$ cat src/rtl/ima_adpcm_encoder_core_defines.svh
// ============================================================================
// IMA ADPCM encoder assertion macros
// Shared macros for the concurrent checks of the encoder core.
// ============================================================================
`ifndef IMA_ADPCM_ENCODER_CORE_DEFINES_SVH
`define IMA_ADPCM_ENCODER_CORE_DEFINES_SVH

// Same-cycle implication, checked on every rising clock edge outside reset.
`define IMA_ASSERT_IMP(lbl, ante, cons, msg) \
    lbl: assert property (@(posedge i_clk) disable iff (!i_rst_n) \
        (ante) |-> (cons)) else $error(msg);

// Next-cycle implication, checked on every rising clock edge outside reset.
`define IMA_ASSERT_NEXT(lbl, ante, cons, msg) \
    lbl: assert property (@(posedge i_clk) disable iff (!i_rst_n) \
        (ante) |=> (cons)) else $error(msg);

`endif

$ cat src/rtl/ima_pkg.sv
// ============================================================================
// IMA ADPCM package
// Step size table, index adjustment and range constants of the encoder.
// ============================================================================
`timescale 1ns / 1ps

package ima_pkg;

    localparam int unsigned STEP_W  = 15;
    localparam int unsigned INDEX_W = 7;
    localparam int unsigned TABLE_N = 89;

    typedef logic [STEP_W-1:0]  t_step;
    typedef logic [INDEX_W-1:0] t_index;
    typedef logic [3:0]         t_code;

    localparam t_index MAX_INDEX = 7'd88;

    localparam logic signed [17:0] PCM_MAX = 18'sd32767;
    localparam logic signed [17:0] PCM_MIN = -18'sd32768;

    localparam t_step STEP_TABLE [0:TABLE_N-1] = '{
        15'd7,     15'd8,     15'd9,     15'd10,    15'd11,    15'd12,
        15'd13,    15'd14,    15'd16,    15'd17,    15'd19,    15'd21,
        15'd23,    15'd25,    15'd28,    15'd31,    15'd34,    15'd37,
        15'd41,    15'd45,    15'd50,    15'd55,    15'd60,    15'd66,
        15'd73,    15'd80,    15'd88,    15'd97,    15'd107,   15'd118,
        15'd130,   15'd143,   15'd157,   15'd173,   15'd190,   15'd209,
        15'd230,   15'd253,   15'd279,   15'd307,   15'd337,   15'd371,
        15'd408,   15'd449,   15'd494,   15'd544,   15'd598,   15'd658,
        15'd724,   15'd796,   15'd876,   15'd963,   15'd1060,  15'd1166,
        15'd1282,  15'd1411,  15'd1552,  15'd1707,  15'd1878,  15'd2066,
        15'd2272,  15'd2499,  15'd2749,  15'd3024,  15'd3327,  15'd3660,
        15'd4026,  15'd4428,  15'd4871,  15'd5358,  15'd5894,  15'd6484,
        15'd7132,  15'd7845,  15'd8630,  15'd9493,  15'd10442, 15'd11487,
        15'd12635, 15'd13899, 15'd15289, 15'd16818, 15'd18500, 15'd20350,
        15'd22385, 15'd24623, 15'd27086, 15'd29794, 15'd32767
    };

    function automatic logic signed [7:0] index_adjust(input logic [2:0] mag);
        logic signed [7:0] adj;
        case (mag)
            3'd4:    adj = 8'sd2;
            3'd5:    adj = 8'sd4;
            3'd6:    adj = 8'sd6;
            3'd7:    adj = 8'sd8;
            default: adj = -8'sd1;
        endcase
        return adj;
    endfunction

endpackage

$ cat src/rtl/ima_adpcm_encoder_core.sv
// A byte's second sample is first registered at the input; the byte is then registered onto m_tdata.
// Throughput: one sample per cycle unless an untaken output byte stalls a second sample; one byte every second sample.
// The cycle is set by the state loop: table lookup, three compares with two subtracts, clamp.
// Reset clears the predictor, step index, nibble pairing and both valid flags.
// tuser set on a sample restarts the stream and drops a held low nibble.
// ============================================================================
// IMA ADPCM encoder core
// Encodes 16-bit PCM words into 4-bit IMA ADPCM codes, two codes per byte.
// ============================================================================
`timescale 1ns / 1ps

module ima_adpcm_encoder_core (
    input  logic        i_clk,
    input  logic        i_rst_n,
    input  logic        s_tvalid,
    output logic        s_tready,
    input  logic [15:0] s_tdata,   // [15:0] sample
    input  logic [0:0]  s_tuser,   // [0] first
    output logic        m_tvalid,
    input  logic        m_tready,
    output logic [7:0]  m_tdata    // [7:0] packed_byte
);

    import ima_pkg::*;

    `include "ima_adpcm_encoder_core_defines.svh"

    logic               r_in_valid;
    logic signed [15:0] r_sample;
    logic               r_first;

    logic signed [15:0] r_predictor;
    t_index             r_step_index;
    t_code              r_held_nibble;
    logic               r_odd_phase;

    logic               r_out_valid;
    logic [7:0]         r_out_data;

    logic signed [15:0] eff_pred;
    t_index             eff_idx;
    logic               eff_odd;
    t_code              eff_held;
    t_step              step0;
    t_step              step1;
    t_step              step2;
    logic signed [16:0] diff;
    logic [16:0]        mag0;
    logic [16:0]        mag1;
    logic [16:0]        mag2;
    logic [2:0]         qbits;
    logic [16:0]        delta;
    logic signed [17:0] pred_sum;
    logic signed [15:0] n_predictor;
    logic signed [7:0]  idx_sum;
    t_index             n_step_index;
    t_code              code;
    logic               out_free;
    logic               adv;

    always_comb begin
        eff_pred = r_first ? 16'sd0 : r_predictor;
        eff_idx  = r_first ? '0 : ((r_step_index > MAX_INDEX) ? MAX_INDEX : r_step_index);
        eff_odd  = r_first ? 1'b0 : r_odd_phase;
        eff_held = r_first ? '0 : r_held_nibble;

        step0 = STEP_TABLE[eff_idx];
        step1 = step0 >> 1;
        step2 = step0 >> 2;

        diff = 17'(signed'({r_sample[15], r_sample})) - 17'(signed'({eff_pred[15], eff_pred}));
        mag0 = diff[16] ? 17'(-diff) : 17'(diff);

        qbits[2] = mag0 >= {2'b00, step0};
        mag1     = qbits[2] ? (mag0 - {2'b00, step0}) : mag0;
        qbits[1] = mag1 >= {2'b00, step1};
        mag2     = qbits[1] ? (mag1 - {2'b00, step1}) : mag1;
        qbits[0] = mag2 >= {2'b00, step2};

        delta = {5'b0, step0[STEP_W-1:3]}
              + (qbits[2] ? {2'b00, step0} : 17'd0)
              + (qbits[1] ? {2'b00, step1} : 17'd0)
              + (qbits[0] ? {2'b00, step2} : 17'd0);

        if (diff[16]) begin
            pred_sum = 18'(signed'({{2{eff_pred[15]}}, eff_pred})) - signed'({1'b0, delta});
        end else begin
            pred_sum = 18'(signed'({{2{eff_pred[15]}}, eff_pred})) + signed'({1'b0, delta});
        end

        if (pred_sum > PCM_MAX) begin
            n_predictor = PCM_MAX[15:0];
        end else if (pred_sum < PCM_MIN) begin
            n_predictor = PCM_MIN[15:0];
        end else begin
            n_predictor = pred_sum[15:0];
        end

        idx_sum = signed'({1'b0, eff_idx}) + index_adjust(qbits);
        if (idx_sum < 8'sd0) begin
            n_step_index = '0;
        end else if (idx_sum > signed'({1'b0, MAX_INDEX})) begin
            n_step_index = MAX_INDEX;
        end else begin
            n_step_index = idx_sum[INDEX_W-1:0];
        end

        code = {diff[16], qbits};
    end

    assign out_free = !r_out_valid || m_tready;
    assign adv      = r_in_valid && (!eff_odd || out_free);
    assign s_tready = !r_in_valid || adv;

    always_ff @(posedge i_clk) begin
        if (!i_rst_n) begin
            r_in_valid <= 1'b0;
        end else if (s_tready) begin
            r_in_valid <= s_tvalid;
        end
    end

    always_ff @(posedge i_clk) begin
        if (s_tvalid && s_tready) begin
            r_sample <= signed'(s_tdata);
            r_first  <= s_tuser[0];
        end
    end

    always_ff @(posedge i_clk) begin
        if (!i_rst_n) begin
            r_predictor   <= '0;
            r_step_index  <= '0;
            r_held_nibble <= '0;
            r_odd_phase   <= 1'b0;
        end else if (adv) begin
            r_predictor   <= n_predictor;
            r_step_index  <= n_step_index;
            r_held_nibble <= eff_odd ? t_code'(0) : code;
            r_odd_phase   <= !eff_odd;
        end
    end

    always_ff @(posedge i_clk) begin
        if (!i_rst_n) begin
            r_out_valid <= 1'b0;
        end else if (adv && eff_odd) begin
            r_out_valid <= 1'b1;
        end else if (m_tready) begin
            r_out_valid <= 1'b0;
        end
    end

    always_ff @(posedge i_clk) begin
        if (adv && eff_odd) begin
            r_out_data <= {code, eff_held};
        end
    end

    assign m_tvalid = r_out_valid;
    assign m_tdata  = r_out_data;

    `IMA_ASSERT_IMP(a_index_range, 1'b1, r_step_index <= MAX_INDEX,
        "step index left the table range")
    `IMA_ASSERT_NEXT(a_pair_emits, adv && eff_odd, r_out_valid,
        "second code of a pair did not produce a word")
    `IMA_ASSERT_NEXT(a_low_nibble_holds, adv && !eff_odd, r_odd_phase,
        "low nibble did not switch the pairing phase")
    `IMA_ASSERT_IMP(a_no_overwrite, r_out_valid && !m_tready && eff_odd, !adv,
        "pending output word would be overwritten")

endmodule
$ cat config.mk
export PLATFORM = sky130hd
export DESIGN_NAME = ima_adpcm_encoder_core
export DESIGN_NICKNAME = d
export VERILOG_FILES = /design/src/rtl/ima_pkg.sv /design/src/rtl/ima_adpcm_encoder_core.sv
export VERILOG_INCLUDE_DIRS = /design/src /design/src/rtl
export SDC_FILE = /design/constraint.sdc
export NUM_CORES = 1
export LEC_CHECK = 0
export BUFFER_PORTS_ARGS = -buffer_cell sky130_fd_sc_hd__buf_2
export CAP_MARGIN = 40
export CELL_PAD_IN_SITES_DETAIL_PLACEMENT = 0
export CELL_PAD_IN_SITES_GLOBAL_PLACEMENT = 1
export CORE_MARGIN = 5
export CORE_UTILIZATION = 52
export CTS_CLUSTER_DIAMETER = 30
export DETAILED_ROUTE_END_ITERATION = 16
export GPL_TIMING_DRIVEN = 0
export PLACE_DENSITY = 0.95
export SYNTH_ARGS = -nofsm -noshare
export SYNTH_HDL_FRONTEND = slang
export SYNTH_SLANG_ARGS = --single-unit
$ cat constraint.sdc
create_clock -name i_clk -period 39.9 [get_ports i_clk]
set_clock_uncertainty 0.15 [all_clocks]
set_input_delay 7.98 -clock i_clk [delete_from_list [all_inputs] [get_ports i_clk]]
set_output_delay 7.98 -clock i_clk [all_outputs]
set_load 0.01 [all_outputs]
==> results of run 1 <==
cell usage after synthesis (18+ instances only):
| cell type | count | share of area [%] |
|---|---|---|
| sky130_fd_sc_hd__nor2_1 | 131 | 5.0 |
| sky130_fd_sc_hd__nor2b_1 | 28 | 1.8 |
| sky130_fd_sc_hd__inv_1 | 101 | 3.9 |
| sky130_fd_sc_hd__dfxtp_1 | 30 | 6.2 |
| sky130_fd_sc_hd__xor2_1 | 29 | 2.6 |
| sky130_fd_sc_hd__a31oi_1 | 18 | 1.2 |
| sky130_fd_sc_hd__clkbuf_1 | 46 | 1.8 |
| sky130_fd_sc_hd__ha_1 | 113 | 14 |
| sky130_fd_sc_hd__o21ai_0 | 89 | 4.6 |
| sky130_fd_sc_hd__a21o_1 | 20 | 1.5 |
| sky130_fd_sc_hd__nor3_1 | 41 | 2.1 |
| sky130_fd_sc_hd__edfxtp_1 | 25 | 7.7 |
| sky130_fd_sc_hd__a21oi_1 | 110 | 5.6 |
| sky130_fd_sc_hd__fa_1 | 29 | 6.0 |
| sky130_fd_sc_hd__nand3_1 | 30 | 1.5 |
| sky130_fd_sc_hd__nand2_1 | 133 | 5.1 |
| sky130_fd_sc_hd__xnor2_1 | 56 | 5.0 |
layout make-up:
type	instances	area share, %
clock inverters	3	0.253
plain buffers	56	2.12
clock buffers	5	1.20
multi-input cells	1104	74.8
flip-flops and latches	55	13.0
repair buffers	35	1.85
inverters	110	3.97
well taps	234	2.82
through the flow:
step / cell area, sq um / instances / hold WS, ns / utilization, %
global route: 10400 / 1602 / 0.332 / 55.9
floorplan: 9750 / 1325 / 0.275 / -
finish: 10400 / 1602 / 0.307 / 55.9
CTS: 10400 / 1602 / 0.311 / 55.9
global placement: 10200 / 1589 / 0.288 / 54.9
detailed placement: 10200 / 1594 / 0.291 / 55.1
critical path: cells and delay by family, from the launching register on:
| kind | cells | cell delay (ns) |
|---|---|---|
| and+or+nand+nor | 16 | 3.23 |
| DFF | 1 | 0.30 |
| xor gates and xnor gates | 3 | 0.55 |
| buffers and inverters | 13 | 4.92 |
| adders and majority gates | 8 | 2.38 |
| AOI/OAI and AO/OA | 44 | 9.38 |
cells by family after synthesis:
kind of cell / after synthesis / synth area share, %
buf+inv: 166 / 6.49
simple gates: 463 / 22.5
fa+ha+maj: 142 / 20.5
flops: 55 / 13.9
mux: 8 / 0.911
xor+xnor: 88 / 8.13
compound gates: 403 / 27.6
sequential cells by signal (all words and copies together), names as in the netlist:
register       flops
r_odd_phase        1
m_tdata            8
m_tvalid           1
r_sample          16
r_first            1
r_held_nibble      4
r_in_valid         1
r_predictor       16
r_step_index       7
layer usage:
| metal | global-route usage [%] | routed length (um) | vias to the layer above |
|---|---|---|---|
| li1 | - | - | 4853 |
| met1 | 37.4 | 13300 | 4642 |
| met2 | 41.7 | 12900 | 408 |
| met3 | 4.47 | 2450 | 73 |
| met4 | 6.80 | 764 | 0 |
| met5 | 0 | 0 | - |
path summary, 6_finish.rpt:
check	to	cells past startpoint	slack (ns)
worst max-delay path	r_predictor[9]	84	18.87
worst min-delay path	r_predictor[1]	2	0.31
worst max register to register	r_predictor[9]	84	18.87
worst min register to register	r_predictor[1]	2	0.31
==> run metrics, run 1 <==
fin worst setup slack=18.87 ns; number of rows in the core area=50; DRC=0; global placement routability congestion=1.02; DRT iter0 DRCs=990; maximum number of pins on one net before global-route repair=20; element type at the critical path start=register; count of pins over their slew limit=0; clock tree root buffer cell=sky130_fd_sc_hd__clkbuf_16; max-slew headroom at the worst pin=37.0%; Sequential cell area=0.00135 sq mm; most used cells in the layout excluding fill and tap cells=sky130_fd_sc_hd__nand2_1, sky130_fd_sc_hd__nor2_1, sky130_fd_sc_hd__ha_1; growth of design area from synthesis to finish=6.58%; wire length of the first global-routing pass=47000 um; die footprint=0.0216 sq mm; Die X=147 um; Cell Area, Synth=0.00975 sq mm; fraction of synthesis flops using an asynchronous set or reset pin=0%; cts bufs inserted=5; setup-violating endpoint count in the final report=0; number of hold buffers added after CTS=0; Period Utilization, post-route=52.7%; synthesized instance count=1325; Top-Level Pins=31; path category of the worst min-delay check=reg2reg; overflow left after global routing=0; per-cell routed wire length=18.4 um; Yosys warnings=0; GR Util All Layers=26.3%; CTS Sinks=55; sequential cell area fraction in the yosys report=13.9%; starting density of the core=52.5%; setup_tns=0 ns; post-synthesis register bit count=55; Hold Crit Start=r_predictor[1]; total wire length after detailed routing=29400 um; most frequent CP cell=sky130_fd_sc_hd__a21oi_1; via count=9976; number of enable flip-flop cells after synthesis=25; WP data required=39.95 ns; via count of the first global-routing pass=9216; Critical Path End Type=register; arrival time reported for the critical path endpoint=21.07 ns; Max Cap Viol=0; slew at the pin closest to its max-slew limit=0.941 ns; worst slack, placed=19.61 ns; area of the core=0.0186 sq mm; peak per-stage delay on the critical path=0.75 ns; fraction of final layout cells with drive strength greater than 1=6.51%; area occupied by multi-input gates=0.00777 sq mm; slowest stage cell, crit path=sky130_fd_sc_hd__o31ai_1; maximum root-to-sink buffer count=2; post-route minimum period=21.03 ns; number of hold-slack violations in the final timing report=0; post-detailed-placement half-perimeter wirelength=23100 um; setup repair after global routing missed its margin=no; crit path launch=r_step_index[1]; CTS tree=yes; Vert. Die Dim=147 um; post-CTS setup repair buffer count=0; via density per instance=6.23; H-tree lvl count=2; post-synthesis area per instance=7.36 sq um; post-cts resize count=0; most common cell after layout, fill and taps aside=sky130_fd_sc_hd__nand2_1; clock insertion delay at the later pin of the skew report=0.31 ns; fin nets=1530; # diodes=0; total iterations of the first detailed-routing run=7; status=finished, final reports clean; Clock Pin Slew Worst Setup and Hold Paths=0.08 ns; critical path fanouts, max=11; number of nets in the synthesized netlist=1488; Antenna Nets Post-Route=0; antenna violations before repair=0; Critical R2R Launch=r_step_index[1]; highest attainable clock frequency=47.6 MHz; kind of critical path=reg2reg; count of input and output buffers=30; top flip-flop cell by instance count after synthesis=sky130_fd_sc_hd__dfxtp_1; Filler cells=1843; count of cell types in the netlist=86
Power of run 1 is left out: the tool's default activity adds up to more than one toggle a clock period on the data nets, which glitch-free logic cannot reach.
==> inputs of run 2 (changes only) <==
Settings changed: ABC_AREA set to 1, CORE_UTILIZATION 52 to 42, PLACE_DENSITY 0.95 to 0.86.
Clock period 39.9 ns to 17.2 ns, I/O delays scaled along.
==> run 2 against run 1 <==
Against the previous run:
- synthesized cell count rose by 16%
- synthesized area fell by 0.69%
- hold slack improved by 0.012 ns
- first-iteration DRC count fell by 26%
- sequential share of layout area fell by 0.13 points
- cell area rose by 1.0%
- global-route usage fell by 4.3 points
- highest routed layer unchanged
- die area rose by 21%
- flip-flop and latch count did not move
==> run metrics, run 2 <==
crit path launch=r_step_index[0] (was r_step_index[1]); peak per-stage delay on the critical path=0.55 ns (was 0.75 ns); post-synthesis register bit count=55 (unchanged); path category of the worst min-delay check=reg2reg (unchanged); count of input and output buffers=30 (unchanged); Hold Crit Start=r_step_index[5] (was r_predictor[1]); GR Util All Layers=22.1% (was 26.3%); post-route minimum period=15.73 ns (was 21.03 ns); Top-Level Pins=31 (unchanged); fraction of final layout cells with drive strength greater than 1=7.89% (was 6.51%); Die X=162 um (was 147 um); met1 routing resource usage after global routing=29.1% (was 37.4%); number of hold buffers added after CTS=0 (unchanged); largest cells by area after synthesis=sky130_fd_sc_hd__ha_1, sky130_fd_sc_hd__nand2_1, sky130_fd_sc_hd__inv_1, sky130_fd_sc_hd__edfxtp_1, sky130_fd_sc_hd__a21oi_1 (was sky130_fd_sc_hd__ha_1, sky130_fd_sc_hd__edfxtp_1, sky130_fd_sc_hd__dfxtp_1, sky130_fd_sc_hd__fa_1, sky130_fd_sc_hd__a21oi_1); met3 global-route usage=2.49% (was 4.47%); top flip-flop cell by instance count after synthesis=sky130_fd_sc_hd__dfxtp_1 (unchanged); total iterations of the first detailed-routing run=6 (was 7); post-synthesis cell type with the largest combined area=sky130_fd_sc_hd__ha_1 (unchanged); # diodes=0 (unchanged); most frequent CP cell=sky130_fd_sc_hd__nor2_1 (was sky130_fd_sc_hd__a21oi_1); kind of critical path=reg2reg (unchanged); max-slew headroom at the worst pin=44.3% (was 37.0%); CTS Sinks=55 (unchanged); WP data required=17.29 ns (was 39.95 ns); Critical Path Sink=r_predictor[2] (was r_predictor[9]); most numerous cell types in the synthesized netlist=sky130_fd_sc_hd__nand2_1, sky130_fd_sc_hd__inv_1, sky130_fd_sc_hd__nor2_1, sky130_fd_sc_hd__a21oi_1, sky130_fd_sc_hd__ha_1 (was sky130_fd_sc_hd__nand2_1, sky130_fd_sc_hd__nor2_1, sky130_fd_sc_hd__ha_1, sky130_fd_sc_hd__a21oi_1, sky130_fd_sc_hd__inv_1); H-tree lvl count=2 (unchanged); area of the core=0.0226 sq mm (was 0.0186 sq mm); via count of the first global-routing pass=9315 (was 9216); number of enable flip-flop cells after synthesis=25 (unchanged); starting density of the core=42.8% (was 52.5%); global placement routability congestion=1.01 (was 1.02); count of pins over their slew limit=0 (unchanged); worst reg2reg setup slack=1.47 ns (was 18.87 ns); Clock Pin Slew Worst Setup and Hold Paths=0.08 ns (about the same); arrival time reported for the critical path endpoint=15.82 ns (was 21.07 ns); per-cell routed wire length=15.6 um (was 18.4 um); sequential cell area fraction in the yosys report=14.0% (was 13.9%); post-detailed-placement half-perimeter wirelength=24400 um (was 23100 um); Yosys warnings=0 (unchanged); slew at the pin closest to its max-slew limit=0.831 ns (was 0.941 ns); portion of synthesized cell area occupied by the leading cell type=14.6% (was 14.5%); Antenna Nets Post-Route=0 (unchanged); critical path fanouts, max=10 (was 11); via count=9940 (was 9976); cts bufs inserted=5 (unchanged); status=finished, final reports clean (unchanged); growth of design area from synthesis to finish=8.40% (was 6.58%); GRT Max-Usage Layer=met2 (unchanged); setup_tns=0 ns (unchanged); via density per instance=5.32 (was 6.23); DRC=0 (unchanged); Post-Route Hold Slack=0.319 ns (was 0.307 ns); maximum root-to-sink buffer count=2 (unchanged); most used cells in the layout excluding fill and tap cells=sky130_fd_sc_hd__nand2_1, sky130_fd_sc_hd__inv_1, sky130_fd_sc_hd__nor2_1 (was sky130_fd_sc_hd__nand2_1, sky130_fd_sc_hd__nor2_1, sky130_fd_sc_hd__ha_1); element type at the critical path start=register (unchanged); die footprint=0.0262 sq mm (was 0.0216 sq mm); clock insertion delay at the later pin of the skew report=0.31 ns (about the same); setup repair after global routing missed its margin=no (unchanged); total wire length after detailed routing=29200 um (was 29400 um); Period Utilization, post-route=91.4% (was 52.7%); fraction of synthesis flops using an asynchronous set or reset pin=0% (unchanged); Max Cap Viol=0 (unchanged); overflow left after global routing=0 (unchanged); slowest stage cell, crit path=sky130_fd_sc_hd__nor3_1 (was sky130_fd_sc_hd__o31ai_1); highest attainable clock frequency=63.6 MHz (was 47.6 MHz); most common cell after layout, fill and taps aside=sky130_fd_sc_hd__nand2_1 (unchanged); number of hold-slack violations in the final timing report=0 (unchanged); clock tree root buffer cell=sky130_fd_sc_hd__clkbuf_16 (unchanged); maximum number of pins on one net before global-route repair=18 (was 20); endpoint of the worst-slack reg-to-reg timing path=r_predictor[2] (was r_predictor[9]); DRT iter0 DRCs=735 (was 990); setup-violating endpoint count in the final report=0 (unchanged); worst hold path cell count=2 (unchanged); Critical Path End Type=register (unchanged); post-synthesis area per instance=6.31 sq um (was 7.36 sq um); dominant cell by count in the synthesized netlist=sky130_fd_sc_hd__nand2_1 (unchanged); wire length of the first global-routing pass=47600 um (was 47000 um); Critical R2R Launch=r_step_index[0] (was r_step_index[1]); reg2reg path depth=87 (was 84); number of nets in the synthesized netlist=1698 (was 1488); global routing met2 resource utilization=38.1% (was 41.7%); fin nets=1747 (was 1530); Cell Area, Synth=0.00968 sq mm (was 0.00975 sq mm); antenna violations before repair=0 (unchanged); number of rows in the core area=55 (was 50); synthesized instance count=1535 (was 1325); count of cell types in the netlist=56 (was 86); Vert. Die Dim=162 um (was 147 um); CTS tree=yes (unchanged)
## run 2: changes by cell type in the layout (fill, tap and decap cells not counted), sizes merged, moves of 23 or more
cell,before,now
inv,107,249
nand2,133,376
nand3,30,80
nor2,133,156
nor2b,28,0
xnor2,59,18
xor2,29,60
## run 2: per-layer routing
metal	vias to the layer above	wire length, um
met5	-	0
li1	5106	-
met1	4462	13500
met4	0	1020
met3	79	1370
met2	293	13400
## run 2: repair_timing
action | 4_1_cts | 5_1_grt
setup buffers | 0 | 7
gates resized for setup | 2 | 35
setup endpoints to repair | 10 | 16
## run 2: how the worst min path moves through the flow
stage / endpoint / slack, ns
detailed placement: r_step_index[5] / 0.31
global route: r_held_nibble[1] / 0.34
floorplan: r_held_nibble[0] / 0.30
CTS: r_step_index[5] / 0.32
global placement: r_held_nibble[0] / 0.30
finish: r_step_index[5] / 0.32
## run 2: worst max-delay path, delay by kind of cell, from the launching register on
kind                       cells  cell delay (ns)
adders and majority gates      8             2.39
DFF                            1             0.35
xor gates and xnor gates       4             0.94
and+or+nand+nor               34             4.61
AOI/OAI and AO/OA             26             4.86
buffers and inverters         15             2.31
## run 2: cell type report
class                   count  area, sq um
plain buffers              34          149
clock inverters             3         43.8
fillers                  2393        12100
clock buffers               5          125
multi-input cells        1191         7270
well taps                 285          357
inverters                 254          965
flip-flops and latches     55         1350
repair buffers             43          240
## run 2: logic make-up (layout without fill, tap and decap cells)
logic type,after synthesis,in the layout,synth area share (%)
XOR/XNOR,78,78,7.13
AND/OR/NAND/NOR,675,675,29.9
adder cells (fa/ha/maj),142,142,20.6
buffers and inverters,289,339,11.2
AO/OA/AOI/OAI,296,296,17.3
flip-flops,55,55,14.0
## run 2: metrics by stage
step / setup WS [ns] / util [%] / instances / instance area, sq um
detailed placement: -0.220 / 45.2 / 1856 / 10200
CTS: 0.0672 / 45.9 / 1864 / 10400
finish: 1.47 / 46.4 / 1870 / 10500
global placement: -0.261 / 45.0 / 1850 / 10200
floorplan: 3.77 / - / 1535 / 9680
global route: 0.0575 / 46.4 / 1870 / 10500
Power of run 2 is left out for the same reason.
